$ cat src/rtl/mie_pkg.sv
// Shared types and constants for the modular inverse block.
package mie_pkg;

    // Operand width; fixed by the item fields.
    localparam int WIDTH = 31;
    // Coefficient width: signed, with headroom over the modulus.
    localparam int CW = WIDTH + 2;
    // Bit counter width for one division.
    localparam int CNT_W = $clog2(WIDTH);

    typedef struct packed {
        logic [WIDTH-1:0] value;
        logic [WIDTH-1:0] modulus;
    } t_in;

    typedef struct packed {
        logic             exists;
        logic [WIDTH-1:0] inverse;
    } t_out;

    typedef enum logic [2:0] {
        S_IDLE,
        S_CHECK,
        S_DIV,
        S_UPDATE,
        S_DONE
    } t_state;

    // Commands from controller to datapath.
    typedef struct packed {
        logic load;      // capture operands, reset coefficients
        logic div_init;  // clear remainder and product
        logic div_step;  // one restoring division bit
        logic update;    // shift Euclid pair and coefficients
        logic fin;       // register the result item
    } t_dp_cmd;

    // Status from datapath to controller.
    typedef struct packed {
        logic a_gt1;
        logic n_zero;
        logic m_one;
    } t_dp_sts;

endpackage

$ cat src/rtl/mie_ctrl.sv
// Controller state machine for the modular inverse block.
module mie_ctrl
    import mie_pkg::*;
(
    input  logic    i_clk,
    input  logic    i_rst_n,
    input  logic    i_start,
    input  t_dp_sts i_sts,
    output t_dp_cmd o_cmd,
    output logic    o_busy
);

    t_state           r_state, n_state;
    logic [CNT_W-1:0] r_cnt, n_cnt;

    always_ff @(posedge i_clk) begin
        if (!i_rst_n) begin
            r_state <= S_IDLE;
            r_cnt   <= '0;
        end else begin
            r_state <= n_state;
            r_cnt   <= n_cnt;
        end
    end

    // next state
    always_comb begin
        n_state = r_state;
        case (r_state)
            S_IDLE: begin
                if (i_start) n_state = S_CHECK;
            end
            S_CHECK: begin
                if (i_sts.m_one) n_state = S_DONE;
                else if (i_sts.a_gt1 && !i_sts.n_zero) n_state = S_DIV;
                else n_state = S_DONE;
            end
            S_DIV: begin
                if (r_cnt == '0) n_state = S_UPDATE;
            end
            S_UPDATE: n_state = S_CHECK;
            S_DONE:   n_state = S_IDLE;
            default:  n_state = S_IDLE;
        endcase
    end

    // bit counter
    always_comb begin
        n_cnt = r_cnt;
        case (r_state)
            S_CHECK: n_cnt = CNT_W'(WIDTH - 1);
            S_DIV: begin
                if (r_cnt != '0) n_cnt = r_cnt - CNT_W'(1);
            end
            default: n_cnt = r_cnt;
        endcase
    end

    // outputs
    always_comb begin
        o_cmd  = '0;
        o_busy = 1'b1;
        case (r_state)
            S_IDLE: begin
                o_busy     = 1'b0;
                o_cmd.load = i_start;
            end
            S_CHECK: begin
                o_cmd.div_init = !i_sts.m_one && i_sts.a_gt1 && !i_sts.n_zero;
            end
            S_DIV:    o_cmd.div_step = 1'b1;
            S_UPDATE: o_cmd.update   = 1'b1;
            S_DONE:   o_cmd.fin      = 1'b1;
            default:  o_cmd = '0;
        endcase
    end

    a_cmd_onehot: assert property (@(posedge i_clk) disable iff (!i_rst_n)
        $onehot0(o_cmd))
        else $error("more than one datapath command");

    a_div_end: assert property (@(posedge i_clk) disable iff (!i_rst_n)
        (r_state == S_DIV && r_cnt == '0) |=> (r_state == S_UPDATE))
        else $error("division did not end after last bit");

    a_accept: assert property (@(posedge i_clk) disable iff (!i_rst_n)
        (i_start && !o_busy) |=> (r_state == S_CHECK))
        else $error("accepted item did not start a step");

endmodule

$ cat src/rtl/mie_dp.sv
// Datapath: Euclid pair, restoring divider, coefficient update, result register.
module mie_dp
    import mie_pkg::*;
(
    input  logic    i_clk,
    input  logic    i_rst_n,
    input  t_in     i_data,
    input  t_dp_cmd i_cmd,
    output t_dp_sts o_sts,
    output logic    o_strobe,
    output t_out    o_result
);

    logic [WIDTH-1:0] r_a, r_n, r_m, r_rem;
    logic [CW-1:0]    r_cprev, r_ccur, r_prod;
    logic             r_strobe;
    t_out             r_result;

    logic [WIDTH:0]   trial;
    logic             ge;
    logic [WIDTH:0]   diff;
    logic [CW-1:0]    c_fix;
    t_out             res;

    // one restoring division bit
    assign trial = {r_rem, r_a[WIDTH-1]};
    assign ge    = trial >= {1'b0, r_n};
    assign diff  = trial - {1'b0, r_n};

    assign o_sts.a_gt1  = r_a > WIDTH'(1);
    assign o_sts.n_zero = r_n == '0;
    assign o_sts.m_one  = r_m == WIDTH'(1);

    // negative coefficient gets the modulus added once
    assign c_fix = r_ccur[CW-1] ? r_ccur + {2'b00, r_m} : r_ccur;

    always_comb begin
        res = '0;
        if (o_sts.m_one) begin
            res.exists  = 1'b1;
            res.inverse = WIDTH'(1);
        end else if (r_a == WIDTH'(1)) begin
            res.exists  = 1'b1;
            res.inverse = c_fix[WIDTH-1:0];
        end
    end

    always_ff @(posedge i_clk) begin
        if (i_cmd.load) begin
            r_a     <= i_data.value;
            r_n     <= i_data.modulus;
            r_m     <= i_data.modulus;
            r_cprev <= '0;
            r_ccur  <= CW'(1);
        end else if (i_cmd.div_init) begin
            r_rem  <= '0;
            r_prod <= '0;
        end else if (i_cmd.div_step) begin
            r_rem  <= ge ? diff[WIDTH-1:0] : trial[WIDTH-1:0];
            r_a    <= {r_a[WIDTH-2:0], ge};
            r_prod <= {r_prod[CW-2:0], 1'b0} + (ge ? r_cprev : '0);
        end else if (i_cmd.update) begin
            r_a     <= r_n;
            r_n     <= r_rem;
            r_cprev <= r_ccur - r_prod;
            r_ccur  <= r_cprev;
        end
        if (i_cmd.fin) r_result <= res;
    end

    always_ff @(posedge i_clk) begin
        if (!i_rst_n) r_strobe <= 1'b0;
        else          r_strobe <= i_cmd.fin;
    end

    assign o_strobe = r_strobe;
    assign o_result = r_result;

    a_strobe_src: assert property (@(posedge i_clk) disable iff (!i_rst_n)
        r_strobe |-> $past(i_cmd.fin))
        else $error("result strobe without finish command");

    a_no_inv_zero: assert property (@(posedge i_clk) disable iff (!i_rst_n)
        (r_strobe && !r_result.exists) |-> (r_result.inverse == '0))
        else $error("inverse nonzero when none exists");

endmodule

$ cat src/rtl/modular_inverse_ext_euclid.sv
// Top level: modular inverse by the iterative extended Euclidean algorithm.
// The number of Euclid steps per item depends on the operands (up to about 46 at 31 bits).
// Each step is a CHECK state, the one-bit restoring divider stepped through all WIDTH quotient bits
//   (quotient times coefficient is accumulated in the same pass), and an UPDATE state.
// One item at a time; busy is low from the strobe cycle on, results cannot stall.
// Reset (synchronous, active low) returns the controller to idle and drops the strobe.
module modular_inverse_ext_euclid
    import mie_pkg::*;
(
    input  logic i_clk,
    input  logic i_rst_n,
    input  logic start,
    input  t_in  i_data,
    output logic busy,
    output logic o_strobe,
    output t_out o_result
);

    t_dp_cmd cmd;
    t_dp_sts sts;

    // sequencing: idle, check loop condition, divide, update, finish
    mie_ctrl u_ctrl (
        .i_clk   (i_clk),
        .i_rst_n (i_rst_n),
        .i_start (start),
        .i_sts   (sts),
        .o_cmd   (cmd),
        .o_busy  (busy)
    );

    // operand registers, divider, coefficient pair and result register
    mie_dp u_dp (
        .i_clk    (i_clk),
        .i_rst_n  (i_rst_n),
        .i_data   (i_data),
        .i_cmd    (cmd),
        .o_sts    (sts),
        .o_strobe (o_strobe),
        .o_result (o_result)
    );

endmodule

$ cat config.mk
export PLATFORM = sky130hd
export DESIGN_NAME = modular_inverse_ext_euclid
export DESIGN_NICKNAME = d
export VERILOG_FILES = /design/src/rtl/mie_pkg.sv /design/src/rtl/mie_ctrl.sv /design/src/rtl/mie_dp.sv /design/src/rtl/modular_inverse_ext_euclid.sv
export SDC_FILE = /design/constraint.sdc
export NUM_CORES = 1
export LEC_CHECK = 0
export BUFFER_PORTS_ARGS = -buffer_cell sky130_fd_sc_hd__buf_4
export CAP_MARGIN = 10
export CORE_MARGIN = 3
export CORE_UTILIZATION = 35
export CTS_BUF_LIST = sky130_fd_sc_hd__clkbuf_4 sky130_fd_sc_hd__clkbuf_8
export CTS_CLUSTER_SIZE = 30
export DETAILED_ROUTE_END_ITERATION = 16
export PLACE_DENSITY = 0.6
export SYNTH_ARGS = -nofsm -noshare
export SYNTH_HDL_FRONTEND = slang
export SYNTH_SLANG_ARGS = --single-unit
$ cat constraint.sdc
create_clock -name i_clk -period 5.9 [get_ports i_clk]
set_input_delay 0.885 -clock i_clk [delete_from_list [all_inputs] [get_ports i_clk]]
set_output_delay 0.885 -clock i_clk [all_outputs]
set_load 0.03 [all_outputs]
Yosys cells after proc, flatten, opt, wreduce, memory -nomap -nowiden
Cells that the tools add are included.
- $add $sub $neg: 5
- magnitude comparators: 2
- eq/ne operators: 11
- mux-type cells: 27
- bitwise logic cells: 4
- reductions and logical operators: 20
- operators with widths (operator ; count):
    two-way mux 31 bit ; 11
    two-way mux 33 bit ; 2
    equality test 31 x 1 -> 1 bit, second input constant ; 2
    adder 33 bit ; 1
    subtractor 33 bit ; 1
    greater-or-equal comparator 32 x 31 -> 1 bit ; 1
    two-way mux 32 bit ; 1
    adder 31 bit ; 1
    > comparator 31 x 1 -> 1 bit, second input constant ; 1
    zero test 31 bit ; 1
    subtractor 31 bit ; 1
    two-way mux 3 bit ; 4
    one-hot mux 3 bit (4 select lines) ; 1
    one-hot mux 5 bit (2 select lines) ; 1
    != test 2 x 1 -> 1 bit, second input constant ; 4
    AND reduction 2 bit ; 4
    equality test 3 x 2 -> 1 bit, second input constant ; 2
    two-way mux 1 bit ; 6
    AND reduction 3 bit ; 2
    nonzero test 2 bit ; 3
    zero test 5 bit ; 1
    two-way mux 5 bit ; 1
    nonzero test 5 bit ; 1
    subtractor 5 x 1 -> 5 bit, second input constant ; 1
    9 further kinds ; 15
- register bits after elaboration: 264
- input bits: 65
- output and inout bits: 34
- logic and storage cells: 82

Depth between registers and ports, before layout
Gate-level depths: netlist (run 1).
- word-level depth: 7
- gate-level depth with buffers: 23
- depth with buffers taken out: 22

Hierarchy
A second synthesis (run 1) with hierarchy kept.
- cell total of the unflattened synthesis: 1843
- area, all modules: 17190.2 um2
- modules (own cells, without submodules) (module ; instances ; cells an instance ; area each (um2) ; sequential area each (um2)):
    mie_dp ; 1 ; 1794 ; 16758.6 ; 7016.7
    mie_ctrl ; 1 ; 49 ; 431.7 ; 160.2

Worst setup path before layout (run 1)
OpenSTA, ideal clock, no wires.
- kind: register to register
- from: reg u_ctrl.r_state[2]
- to: reg u_dp.r_prod[0] (enable)
- setup time: 0.576 ns
- arrival: 5.060 ns
- required time: 5.324 ns
- path slack: 0.264 ns
- stages on the path, launching flop included: 3
- buffers on the path: 0
- clock period less this slack: 5.636 ns
- cell sequence: dfxtp_1 nand2b_1 o21ai_0
- cells in the longest elaborated chain, start to end: 4
- elaborated cells between the ends (all ways): 9
- classes of those cells: eq/ne (2); mux (3); bitwise (1); reduce/logical (3)
- RTL lines (item ; RTL line ; RTL):
    start, declared ; mie_ctrl.sv:13 ; t_state r_state, n_state;
    start signal, assigned ; mie_ctrl.sv:21 ; r_state <= n_state;
    equality test 3 x 2 -> 1 bit (tied with other cells) ; mie_ctrl.sv:63 ; case (r_state)
    two-way mux 1 bit ; mie_ctrl.sv:63 ;
    nonzero test 2 bit (no line) / inverter 1 bit (equally long branches) ; -- ;
    AND reduction 2 bit (no line) (*) ; -- ;
    end signal, assigned ; mie_dp.sv:61 ; r_prod <= {r_prod[CW-2:0], 1'b0} + (ge ? r_cprev : '0);
    end, declared ; mie_dp.sv:15 ; logic [CW-1:0] r_cprev, r_ccur, r_prod;
Mark *: on every way between the ends. The rest lies on a longest branch, timed or not.
A chain may end at the register's enable or synchronous reset.

Worst setup path in the final report (run 1)
- from: reg u_dp.r_n[0]
- to: reg u_dp.r_prod[32] (data pin)
- cells in the longest elaborated chain, start to end: 4
- elaborated cells between the ends (all ways): 8
- classes of those cells: add/sub (1); order compare (1); mux (3); reduce/logical (3)
- RTL lines (item ; RTL line ; RTL):
    start, declared ; mie_dp.sv:14 ; logic [WIDTH-1:0] r_a, r_n, r_m, r_rem;
    start signal, assigned ; mie_dp.sv:51 ; r_n <= i_data.modulus;
    start signal, assigned ; mie_dp.sv:64 ; r_n <= r_rem;
    greater-or-equal comparator 32 x 31 -> 1 bit / zero test 31 bit (equally long branches) ; mie_dp.sv:27, mie_dp.sv:31 ;
    two-way mux 33 bit / zero test 1 bit (equally long branches) ; mie_dp.sv:61, mie_ctrl.sv:69 ;
    adder 33 bit / logical AND 1 bit (equally long branches) ; mie_dp.sv:61, mie_ctrl.sv:69 ;
    two-way mux 33 bit / two-way mux 1 bit (equally long branches) ; mie_dp.sv:58, mie_ctrl.sv:63 ;
Parallel ways exist; a longest one is shown, timed or not. The select of a mux whose other input is x is not followed.

==> results of run 1 <==
## final cells by class
| cell class | count | area [µm²] |
|---|---|---|
| antenna | 1 | 2.502 |
| clock buffer | 68 | 848.3 |
| clock inverter | 21 | 230.2 |
| fill | 4792 | 28480 |
| inverter | 107 | 406.6 |
| multi-input combinational | 1473 | 9513 |
| sequential | 264 | 7178 |
| tap | 656 | 820.8 |
| timing repair buffer | 115 | 863.3 |
## state kept, by name, summed over array words and instances (netlist names)
| signal | count |
|---|---|
| u_ctrl.r_cnt | 5 |
| u_ctrl.r_state | 3 |
| u_dp.o_result | 32 |
| u_dp.o_strobe | 1 |
| u_dp.r_a | 31 |
| u_dp.r_ccur | 33 |
| u_dp.r_cprev | 33 |
| u_dp.r_m | 31 |
| u_dp.r_n | 31 |
| u_dp.r_prod | 33 |
| u_dp.r_rem | 31 |
## power by group through the flow
stage	sequential [W]	combinational (W)	clock [W]
6_report	0.00282	0.00315	0.00197
5_1_grt	0.00286	0.00351	0.00211
4_1_cts	0.00282	0.00313	0.00202
3_5_place_dp	0.00285	0.00310	0
3_3_place_gp	0.00285	0.00309	0
2_1_floorplan	0.00273	0.00242	0
## per-stage QoR
stage | setup WS, ps | utilization | total power [W]
final | 539.9 | 0.4108 | 0.007943
after global routing | 166.1 | 0.4108 | 0.008476
after CTS | 504.6 | 0.4108 | 0.007975
after detailed placement | 546.0 | 0.3885 | 0.005955
after global placement | 678.3 | 0.3885 | 0.005936
after floorplan | 264.0 | - | 0.005154
## placed cells by master (no fill, tap or decap), types with 5 or more instances in the layout
cell type / n
nand2_1: 331
edfxtp_1: 189
a21oi_1: 175
ha_1: 126
nor2_1: 120
buf_4: 115
o21ai_0: 108
inv_1: 106
dfxtp_1: 74
xnor2_1: 56
mux2i_1: 55
clkbuf_8: 54
a21o_1: 48
xor2_1: 44
and2_1: 38
nand3_1: 31
a211oi_1: 30
nor3_1: 29
o21a_1: 23
nor4_1: 23
nor2b_1: 17
nand4_1: 17
a31oi_1: 15
o21bai_1: 14
clkbuf_4: 14
o211ai_1: 13
or2_2: 12
or3_1: 12
nand2b_1: 12
and3_1: 11
clkinv_2: 10
a21boi_0: 6
o21ai_1: 6
o31a_1: 5
and4_1: 5
a211o_1: 5
a2111oi_0: 5
bufinv_16: 5
## worst max-delay path by stage
stage	start	endpoint	slack, ps	cells after the start
floorplan	u_ctrl.r_state[2]$_SDFFE_PN0P_	u_dp.r_prod[0]$_SDFFCE_PP0P_	260	2
global placement	u_dp.r_n[0]$_DFFE_PP_	u_dp.r_prod[32]$_SDFFCE_PP0P_	680	21
detailed placement	u_dp.r_n[0]$_DFFE_PP_	u_dp.r_prod[32]$_SDFFCE_PP0P_	550	21
CTS	u_dp.r_n[0]$_DFFE_PP_	u_dp.r_prod[32]$_SDFFCE_PP0P_	500	21
global route	u_dp.r_n[0]$_DFFE_PP_	u_dp.r_prod[32]$_SDFFCE_PP0P_	170	21
finish	u_dp.r_n[0]$_DFFE_PP_	u_dp.r_prod[32]$_SDFFCE_PP0P_	540	21
## per-layer routing
| metal | global-route usage | wire [µm] | vias to the layer above |
|---|---|---|---|
| met5 | 0 | 0 | - |
| met4 | 0.06176 | 1418 | 0 |
| met3 | 0.03701 | 3490 | 81 |
| met2 | 0.2796 | 21390 | 462 |
| met1 | 0.2808 | 24830 | 7011 |
| li1 | - | - | 7089 |
## cell families (layout without fill, tap and decap cells)
| group | count (synthesis) | count (layout) | synth area share |
|---|---|---|---|
| compound gates | 505 | 505 | 0.1876 |
| xor+xnor | 101 | 101 | 0.05176 |
| fa+ha+maj | 130 | 130 | 0.09545 |
| buf+inv | 179 | 311 | 0.04059 |
| flops | 264 | 264 | 0.4135 |
| mux | 55 | 55 | 0.03172 |
| other cells | 0 | 1 | 0 |
| simple gates | 682 | 682 | 0.1794 |
## cell usage after synthesis (all sizes together) (29+ instances only)
library cell and instances:
nand2 331, edfxtp 189, a21oi 175, ha 126, nor2 123, o21ai 116, inv 106, dfxtp 75
xnor2 56, mux2i 55, clkbuf 52, a21o 48, xor2 44, and2 40, a211oi 32, nand3 32
nor3 29
## critical path: cells and delay by family (launching register included)
family / cells / cell delay [ps]
simple gates: 5 / 740
compound gates: 11 / 2550
xor+xnor: 1 / 230
buf+inv: 1 / 240
fa+ha+maj: 3 / 930
flops: 1 / 420
==> results.ini, run 1 <==
[detailed_routing]
drt_iter0_markers = 1173
drcViolationCount = 0
via_per_inst = 5.413
wl_per_cell_um = 18.90
drtPass1Iterations = 5
finalWirelength_um = 51130
postRouteAntennaNets = 0
dr_total_vias = 14640

[synthesis]
synth_top_area_cell = edfxtp_1
synth-edff-count = 189
synth_nets = 2111
seq_area_frac_synth = 0.4135
synth-main-ff-cell = edfxtp_1
synth-seq-cells = 264
syn_avg_cell_area_um2 = 9.058
synthDistinctLibCells = 82
netlist_instances = 1916
synth_area_leaders = edfxtp_1, ha_1, dfxtp_1
async_flop_share = 0
synth_area_mm2 = 0.01736
ys_warn_count = 0
synth_top_area_share = 0.3270

[hold_path]
min_path_cells = 1
hold_class = in -> reg
min_to = u_dp.r_m[8]$_DFFE_PP_
hold_path_startpoint = i_data[8]

[sta]
finalCriticalPeriod_ps = 5360
fin_tns_setup_ps = 0
tightest_slew_ps = 1115
rsz0062_at_grt = false
finalCritPeriodShare = 0.9085
slew_viol_final = 0
finClkSkew_ps = 47.96
fmax_ghz = 0.1866
whs_ps = 439.9
slew_headroom = 0.2372
finalHoldViolations = 0
setup_viol = 0

[critical_path]
crit_path_top_delay_cell = edfxtp_1
cp-start-kind = flip-flop
cp_max_fo = 21
r2r_slack_ps = 540
endpoint_kind = flip-flop
crit_chain = ha_1 -> fa_1 -> nor2b_1 -> o31ai_2 -> a211oi_2 -> o31a_1 -> nor2_2 -> a211o_1 -> nand2_1 -> buf_4 -> and2_1 -> ha_1 -> a211o_1 -> a221oi_2 -> o21ai_0 -> o211a_1 -> o21ai_1 -> o21ai_1 -> a211oi_1 -> xnor3_1 -> and2_1
required_ps = 6280
crit_arrival_ps = 5740
criticalPathCategory = reg -> reg
r2r_start = u_dp.r_n[0]$_DFFE_PP_
timing.rr.end = u_dp.r_prod[32]$_SDFFCE_PP0P_
critPathMaxStageDelay_ps = 420
reg2regPathDepth = 21

[clocking]
cts_sinks = 264
cts_tree = done
ctsHoldBuffers = 0
clk_pin_slew_ps = 60
htreeDepth = 2
cts_setup_buffers = 0
clk_path_buf_depth = 3
clk_latency_ps = 640
numCtsBuffers = 48
cts-resized-gates = 0
cts-root-buf = clkbuf_8

[power_and_ir_drop]
p_clk_frac = 0.249
power_frac_seq = 0.355
power_switching_w = 0.003033
p_int_w = 0.004910
p_comb_frac = 0.396
ir_worst_vdd_mv = 0.2161
sw_frac_of_total = 0.3818
power_density_mw_per_mm2 = 399.9
leakagePower_nw = 8.067

[global_route]
grt.overflow.total = 0
grt_pass1_vias = 13930
track_usage = 0.1906
antenna_found_initial = 3
grt_pass1_wl_um = 79330
grt_max_degree = 82

[final_layout]
synthToLayoutAreaGrowth_pct = 14.45
final_nets = 2204
drive_above_1_share = 0.1201
fin_cells = 2705
finalInstanceArea_mm2 = 0.01986

[floorplanning]
die_h_um = 228.7
initial_core_util = 0.3590
die_x_um = 228.7
core_area_mm2 = 0.04835
dieArea_mm2 = 0.05229
rows = 80
io_pins = 99

[run_status]
outcome = finished, final reports clean

[place]
dp_cells = 2615
post_dp_cell_area_mm2 = 0.01878
dpl.hpwl_um = 37690
portBuffers = 98
place.gp.congestion = 0.9233

[job]
timing.max_cap.violations = 0

Power figures use the tool's default switching activity.
==> run 2, diff against run 1 <==
--- a/config.mk
+++ b/config.mk
@@ -12,7 +12,7 @@
 export CTS_BUF_LIST = sky130_fd_sc_hd__clkbuf_4 sky130_fd_sc_hd__clkbuf_8
 export CTS_CLUSTER_SIZE = 30
 export DETAILED_ROUTE_END_ITERATION = 16
-export PLACE_DENSITY = 0.6
+export PLACE_DENSITY = 0.59
 export SYNTH_ARGS = -nofsm -noshare
 export SYNTH_HDL_FRONTEND = slang
 export SYNTH_SLANG_ARGS = --single-unit
==> constraint.sdc (replaced) <==
create_clock -name i_clk -period 6.75 [get_ports i_clk]
set_input_delay 1.0125 -clock i_clk [delete_from_list [all_inputs] [get_ports i_clk]]
set_output_delay 1.0125 -clock i_clk [all_outputs]
set_load 0.03 [all_outputs]
==> results.ini, run 2 (same netlist as run 1, synthesis figures left out) <==
[run_status]
outcome = finished, final reports clean

[sta]
fin_tns_setup_ps = 0
finalWorstSetupSlack_ps = 1136
rsz0062_at_grt = false
slew_viol_final = 0
finalCritPeriodShare = 0.8317
finalHoldViolations = 0
slew_headroom = 0.1721
finalCriticalPeriod_ps = 5614
setup_viol = 0
tightest_slew_ps = 1242
finClkSkew_ps = 43.58
fmax_ghz = 0.1781

[detailed_routing]
drt_iter0_markers = 1186
dr_wl_met3_um = 3509
via_per_inst = 5.388
dr_total_vias = 14590
postRouteAntennaNets = 0
maxUsedRoutingLayer = met4
dr_wl_met2_um = 22340
wl_per_cell_um = 19.10
drtPass1Iterations = 6
drt-met1-wl_um = 24790
finalWirelength_um = 51720
drcViolationCount = 0

[place]
dpl.hpwl_um = 37720
place.gp.congestion = 0.8970
place_ws_ps = 1195
portBuffers = 98

[power_and_ir_drop]
p_comb_frac = 0.398
leakagePower_nw = 8.054
p_clk_frac = 0.245
total_power_w = 0.006939
power_frac_seq = 0.357
power_density_mw_per_mm2 = 349.5
power_switching_w = 0.002704
p_int_w = 0.004235
sw_frac_of_total = 0.3897
ir_worst_vdd_mv = 0.2753

[critical_path]
cp-start-kind = flip-flop
criticalPathCategory = reg -> reg
r2r_slack_ps = 1140
reg2regPathDepth = 19
crit_path_end = u_dp.r_prod[32]$_SDFFCE_PP0P_
cp_max_fo = 20
endpoint_kind = flip-flop
r2r_start = u_dp.r_rem[6]$_SDFFCE_PP0P_
crit_arrival_ps = 6010
required_ps = 7150
cp-startpoint = u_dp.r_rem[6]$_SDFFCE_PP0P_
timing.rr.end = u_dp.r_prod[32]$_SDFFCE_PP0P_

[floorplanning]
core_area_mm2 = 0.04835
rows = 80
die_x_um = 228.7
dieArea_mm2 = 0.05229
die_h_um = 228.7
io_pins = 99
initial_core_util = 0.3590

[final_layout]
reg_top3 = u_dp.r_ccur x33, u_dp.r_cprev x33, u_dp.r_prod x33
post-route-util = 0.4106
final_nets = 2204
synthToLayoutAreaGrowth_pct = 14.38
fillers = 4738
final_common_cell = nand2_1
drive_above_1_share = 0.1190
final_cell_mix = nand2_1, edfxtp_1, a21oi_1, ha_1, nor2_1

[global_route]
grt_pass1_wl_um = 79930
track_usage = 0.1916
antenna_found_initial = 1
grt.overflow.total = 0
grt_pass1_vias = 14020
grt_max_degree = 120

[hold_path]
min_path_cells = 2
hold_class = reg -> reg

[clocking]
clk_path_buf_depth = 3
cts_tree = done
numCtsBuffers = 49
cts-resized-gates = 0
htreeDepth = 2
ctsHoldBuffers = 0
clk_pin_slew_ps = 60
cts_setup_buffers = 0
cts-root-buf = clkbuf_8
clk_latency_ps = 650
cts_sinks = 264

[job]
timing.max_cap.violations = 0

==> run 2: cell type report <==
type / count / area, µm² / share of cell area
Tap cell: 656 / 820.8 / 0.04135
Inverter: 107 / 406.6 / 0.02048
Timing Repair Buffer: 114 / 853.3 / 0.04299
Sequential cell: 264 / 7178 / 0.3616
Antenna cell: 2 / 5.005 / 0.0002521
Clock buffer: 72 / 915.9 / 0.04614
Multi-Input combinational cell: 1473 / 9513 / 0.4792
Clock inverter: 20 / 158.9 / 0.008005
==> run 2: metrics by stage <==
stage | hold slack [ps] | std cells | area [µm²]
2_1_floorplan | 431.9 | 1916 | 17360
3_3_place_gp | 432.0 | 2613 | 18770
3_5_place_dp | 438.0 | 2613 | 18770
4_1_cts | 441.4 | 2705 | 19840
5_1_grt | 480.7 | 2707 | 19850
6_report | 443.5 | 2708 | 19850
==> run 2: worst min-delay path by stage <==
stage	slack [ps]	endpoint	start
floorplan	430	u_dp.r_ccur[31]$_SDFFE_PP0P_	u_dp.r_cprev[31]$_SDFFE_PP0P_
global placement	430	u_dp.r_ccur[32]$_SDFFE_PP0P_	u_dp.r_cprev[32]$_SDFFE_PP0P_
detailed placement	440	u_dp.r_ccur[32]$_SDFFE_PP0P_	u_dp.r_cprev[32]$_SDFFE_PP0P_
CTS	440	u_dp.r_ccur[32]$_SDFFE_PP0P_	u_dp.r_cprev[32]$_SDFFE_PP0P_
global route	480	u_dp.r_ccur[5]$_SDFFE_PP0P_	u_dp.r_cprev[5]$_SDFFE_PP0P_
finish	440	u_dp.r_ccur[32]$_SDFFE_PP0P_	u_dp.r_cprev[32]$_SDFFE_PP0P_
==> run 2: power by group through the flow <==
stage / combinational, W / clock [W] / sequential [W]
floorplan: 0.00212 / 0 / 0.00239
global placement: 0.00269 / 0 / 0.00250
detailed placement: 0.00271 / 0 / 0.00250
CTS: 0.00274 / 0.00175 / 0.00247
global route: 0.00309 / 0.00181 / 0.00251
finish: 0.00276 / 0.00170 / 0.00248
==> run 2: metal layers <==
layer	vias to the layer above	global-route usage
met3	72	0.03465
li1	7091	-
met1	6972	0.2790
met4	0	0.04874
met2	455	0.2932
met5	-	0
==> run 2: critical path, stage by stage, from the launching register on <==
cell	delay, ps
edfxtp_1	420
ha_1	430
a21o_1	230
nor3_1	250
a211oi_2	140
o31a_1	310
nor2_2	210
a211o_1	250
nand2_1	380
and2_1	340
ha_1	320
a211o_1	310
a221oi_2	250
o21ai_0	220
o211a_1	280
o21ai_1	180
o21ai_1	170
a211oi_1	270
xnor3_1	240
and2_1	160
==> run 3, diff against run 2 <==
==> constraint.sdc (replaced) <==
create_clock -name i_clk -period 5.4 [get_ports i_clk]
set_input_delay 0.81 -clock i_clk [delete_from_list [all_inputs] [get_ports i_clk]]
set_output_delay 0.81 -clock i_clk [all_outputs]
set_load 0.03 [all_outputs]
==> results.ini, run 3 (same netlist as run 1, synthesis figures left out) <==
[run_status]
outcome = finished, final reports clean

[critical_path]
cp_max_fo = 10
crit_arrival_ps = 5500
crit_path_top_delay_cell = fa_1
required_ps = 5780
cp-startpoint = u_dp.r_n[0]$_DFFE_PP_
endpoint_kind = flip-flop
critPathMaxStageDelay_ps = 420
cpMostUsedCell = ha_1
critical_path.top_delay_family = compound AO/OA/AOI/OAI gates
crit_chain = ha_1 -> fa_1 -> nor2b_1 -> o31ai_2 -> a211oi_2 -> o31a_1 -> nor2_4 -> a211o_4 -> nand2_4 -> buf_4 -> and2_1 -> ha_1 -> and4_1 -> a221oi_2 -> a21boi_2 -> o21ai_1 -> a41o_1 -> a31oi_2 -> o21ai_0 -> xnor2_1 -> nor2_1
r2r_start = u_dp.r_n[0]$_DFFE_PP_
criticalPathCategory = reg -> reg
critPathBufInv = 1
cp-start-kind = flip-flop

[power_and_ir_drop]
leakagePower_nw = 8.097
power_density_mw_per_mm2 = 435.7
ir_worst_vdd_mv = 0.2276

[place]
place.gp.congestion = 0.9300
place_ws_ps = 88.13
portBuffers = 98
dp_cells = 2621
dpl.hpwl_um = 37670

[clocking]
clk_path_buf_depth = 3
cts-root-buf = clkbuf_8
ctsHoldBuffers = 0
cts_tree = done
clk_pin_slew_ps = 60
clk_latency_ps = 670
htreeDepth = 2
numCtsBuffers = 49
cts_sinks = 264

[final_layout]
final_nets = 2213
fin_cells = 2715
reg_top3 = u_dp.r_ccur x33, u_dp.r_cprev x33, u_dp.r_prod x33
final_cell_mix = nand2_1, edfxtp_1, a21oi_1, ha_1, buf_4
final_common_cell = nand2_1
drive_above_1_share = 0.1278
synthToLayoutAreaGrowth_pct = 14.84

[floorplanning]
dieArea_mm2 = 0.05229
die_h_um = 228.7
io_pins = 99
core_area_mm2 = 0.04835
rows = 80
die_x_um = 228.7
initial_core_util = 0.3590

[global_route]
grt_pass1_wl_um = 80570
grt_pass1_vias = 13970
grt_max_degree = 126
track_usage = 0.1928
grt.overflow.total = 0
antenna_found_initial = 2

[sta]
fmax_ghz = 0.1951
tightest_slew_ps = 1133
finClkSkew_ps = 41.80
finalWorstSetupSlack_ps = 274.1
finalCritPeriodShare = 0.9492
rsz0062_at_grt = true
slew_viol_final = 0
finalCriticalPeriod_ps = 5126
setup_viol = 0
slew_headroom = 0.2251
finalHoldViolations = 0

[hold_path]
hold_class = in -> reg
hold_path_startpoint = i_data[7]

[detailed_routing]
dr_total_vias = 14640
postRouteAntennaNets = 0
drtPass1Iterations = 5
finalWirelength_um = 51560
drcViolationCount = 0
drt_iter0_markers = 1063
wl_per_cell_um = 18.99
via_per_inst = 5.393

[job]
timing.max_cap.violations = 0

## run 3: area by class of cell
class | instances | area (µm²)
inverters | 107 | 406.6
repair buffers | 123 | 923.4
multi-input cells | 1473 | 9554
fillers | 4753 | 28420
diodes | 1 | 2.502
clock inverters | 15 | 130.1
flip-flops and latches | 264 | 7178
well taps | 656 | 820.8
clock buffers | 76 | 914.6
## run 3: stage by stage
stage / hold WS (ps) / cell area [µm²] / setup TNS [ps] / utilization / power [W]
after detailed placement: 447.3 / 18830 / 0 / 0.3894 / 0.006537
after floorplan: 431.9 / 17360 / 0 / - / 0.005624
after global routing: 307.2 / 19930 / -43.65 / 0.4122 / 0.009265
final: 346.0 / 19930 / 0 / 0.4122 / 0.008684
after CTS: 310.5 / 19870 / 0 / 0.4110 / 0.008666
after global placement: 433.7 / 18830 / 0 / 0.3894 / 0.006512
## run 3: worst paths after layout
check             slack (ps)                            end  cells past startpoint
hold reg to reg          440   u_dp.r_ccur[32]$_SDFFE_PP0P_                      2
hold / removal           350          u_dp.r_m[7]$_DFFE_PP_                      1
setup / recovery         270  u_dp.r_prod[25]$_SDFFCE_PP0P_                     21
setup reg to reg         270  u_dp.r_prod[25]$_SDFFCE_PP0P_                     21
## run 3: repair_timing
item | CTS | global route
setup buffers | 0 | 2
setup endpoints to repair | 0 | 15
gates resized for setup | 0 | 10
## run 3: power breakdown
part           leakage, nW  total (W)  internal [W]  switching (W)
Combinational         5.12    0.00352       0.00138        0.00214
Clock                0.563    0.00208       0.00114       0.000945
Sequential            2.41    0.00308       0.00276       0.000322
Total                 8.10    0.00868       0.00528        0.00341
## run 3: routing by layer
metal / vias up / GRT usage / wire, µm
li1: 7101 / - / -
met1: 7075 / 0.2845 / 25420
met4: 0 / 0.04459 / 887
met3: 58 / 0.03664 / 3064
met2: 409 / 0.2915 / 22190
met5: - / 0 / 0
## run 3: worst reg2reg max path, delay by kind of cell, from the launching register on
| family | cells | cell delay [ps] |
|---|---|---|
| adder cells (fa/ha/maj) | 3 | 920 |
| flip-flops | 1 | 400 |
| AO/OA/AOI/OAI | 10 | 2370 |
| AND/OR/NAND/NOR | 6 | 820 |
| buffers and inverters | 1 | 180 |
| XOR/XNOR | 1 | 150 |
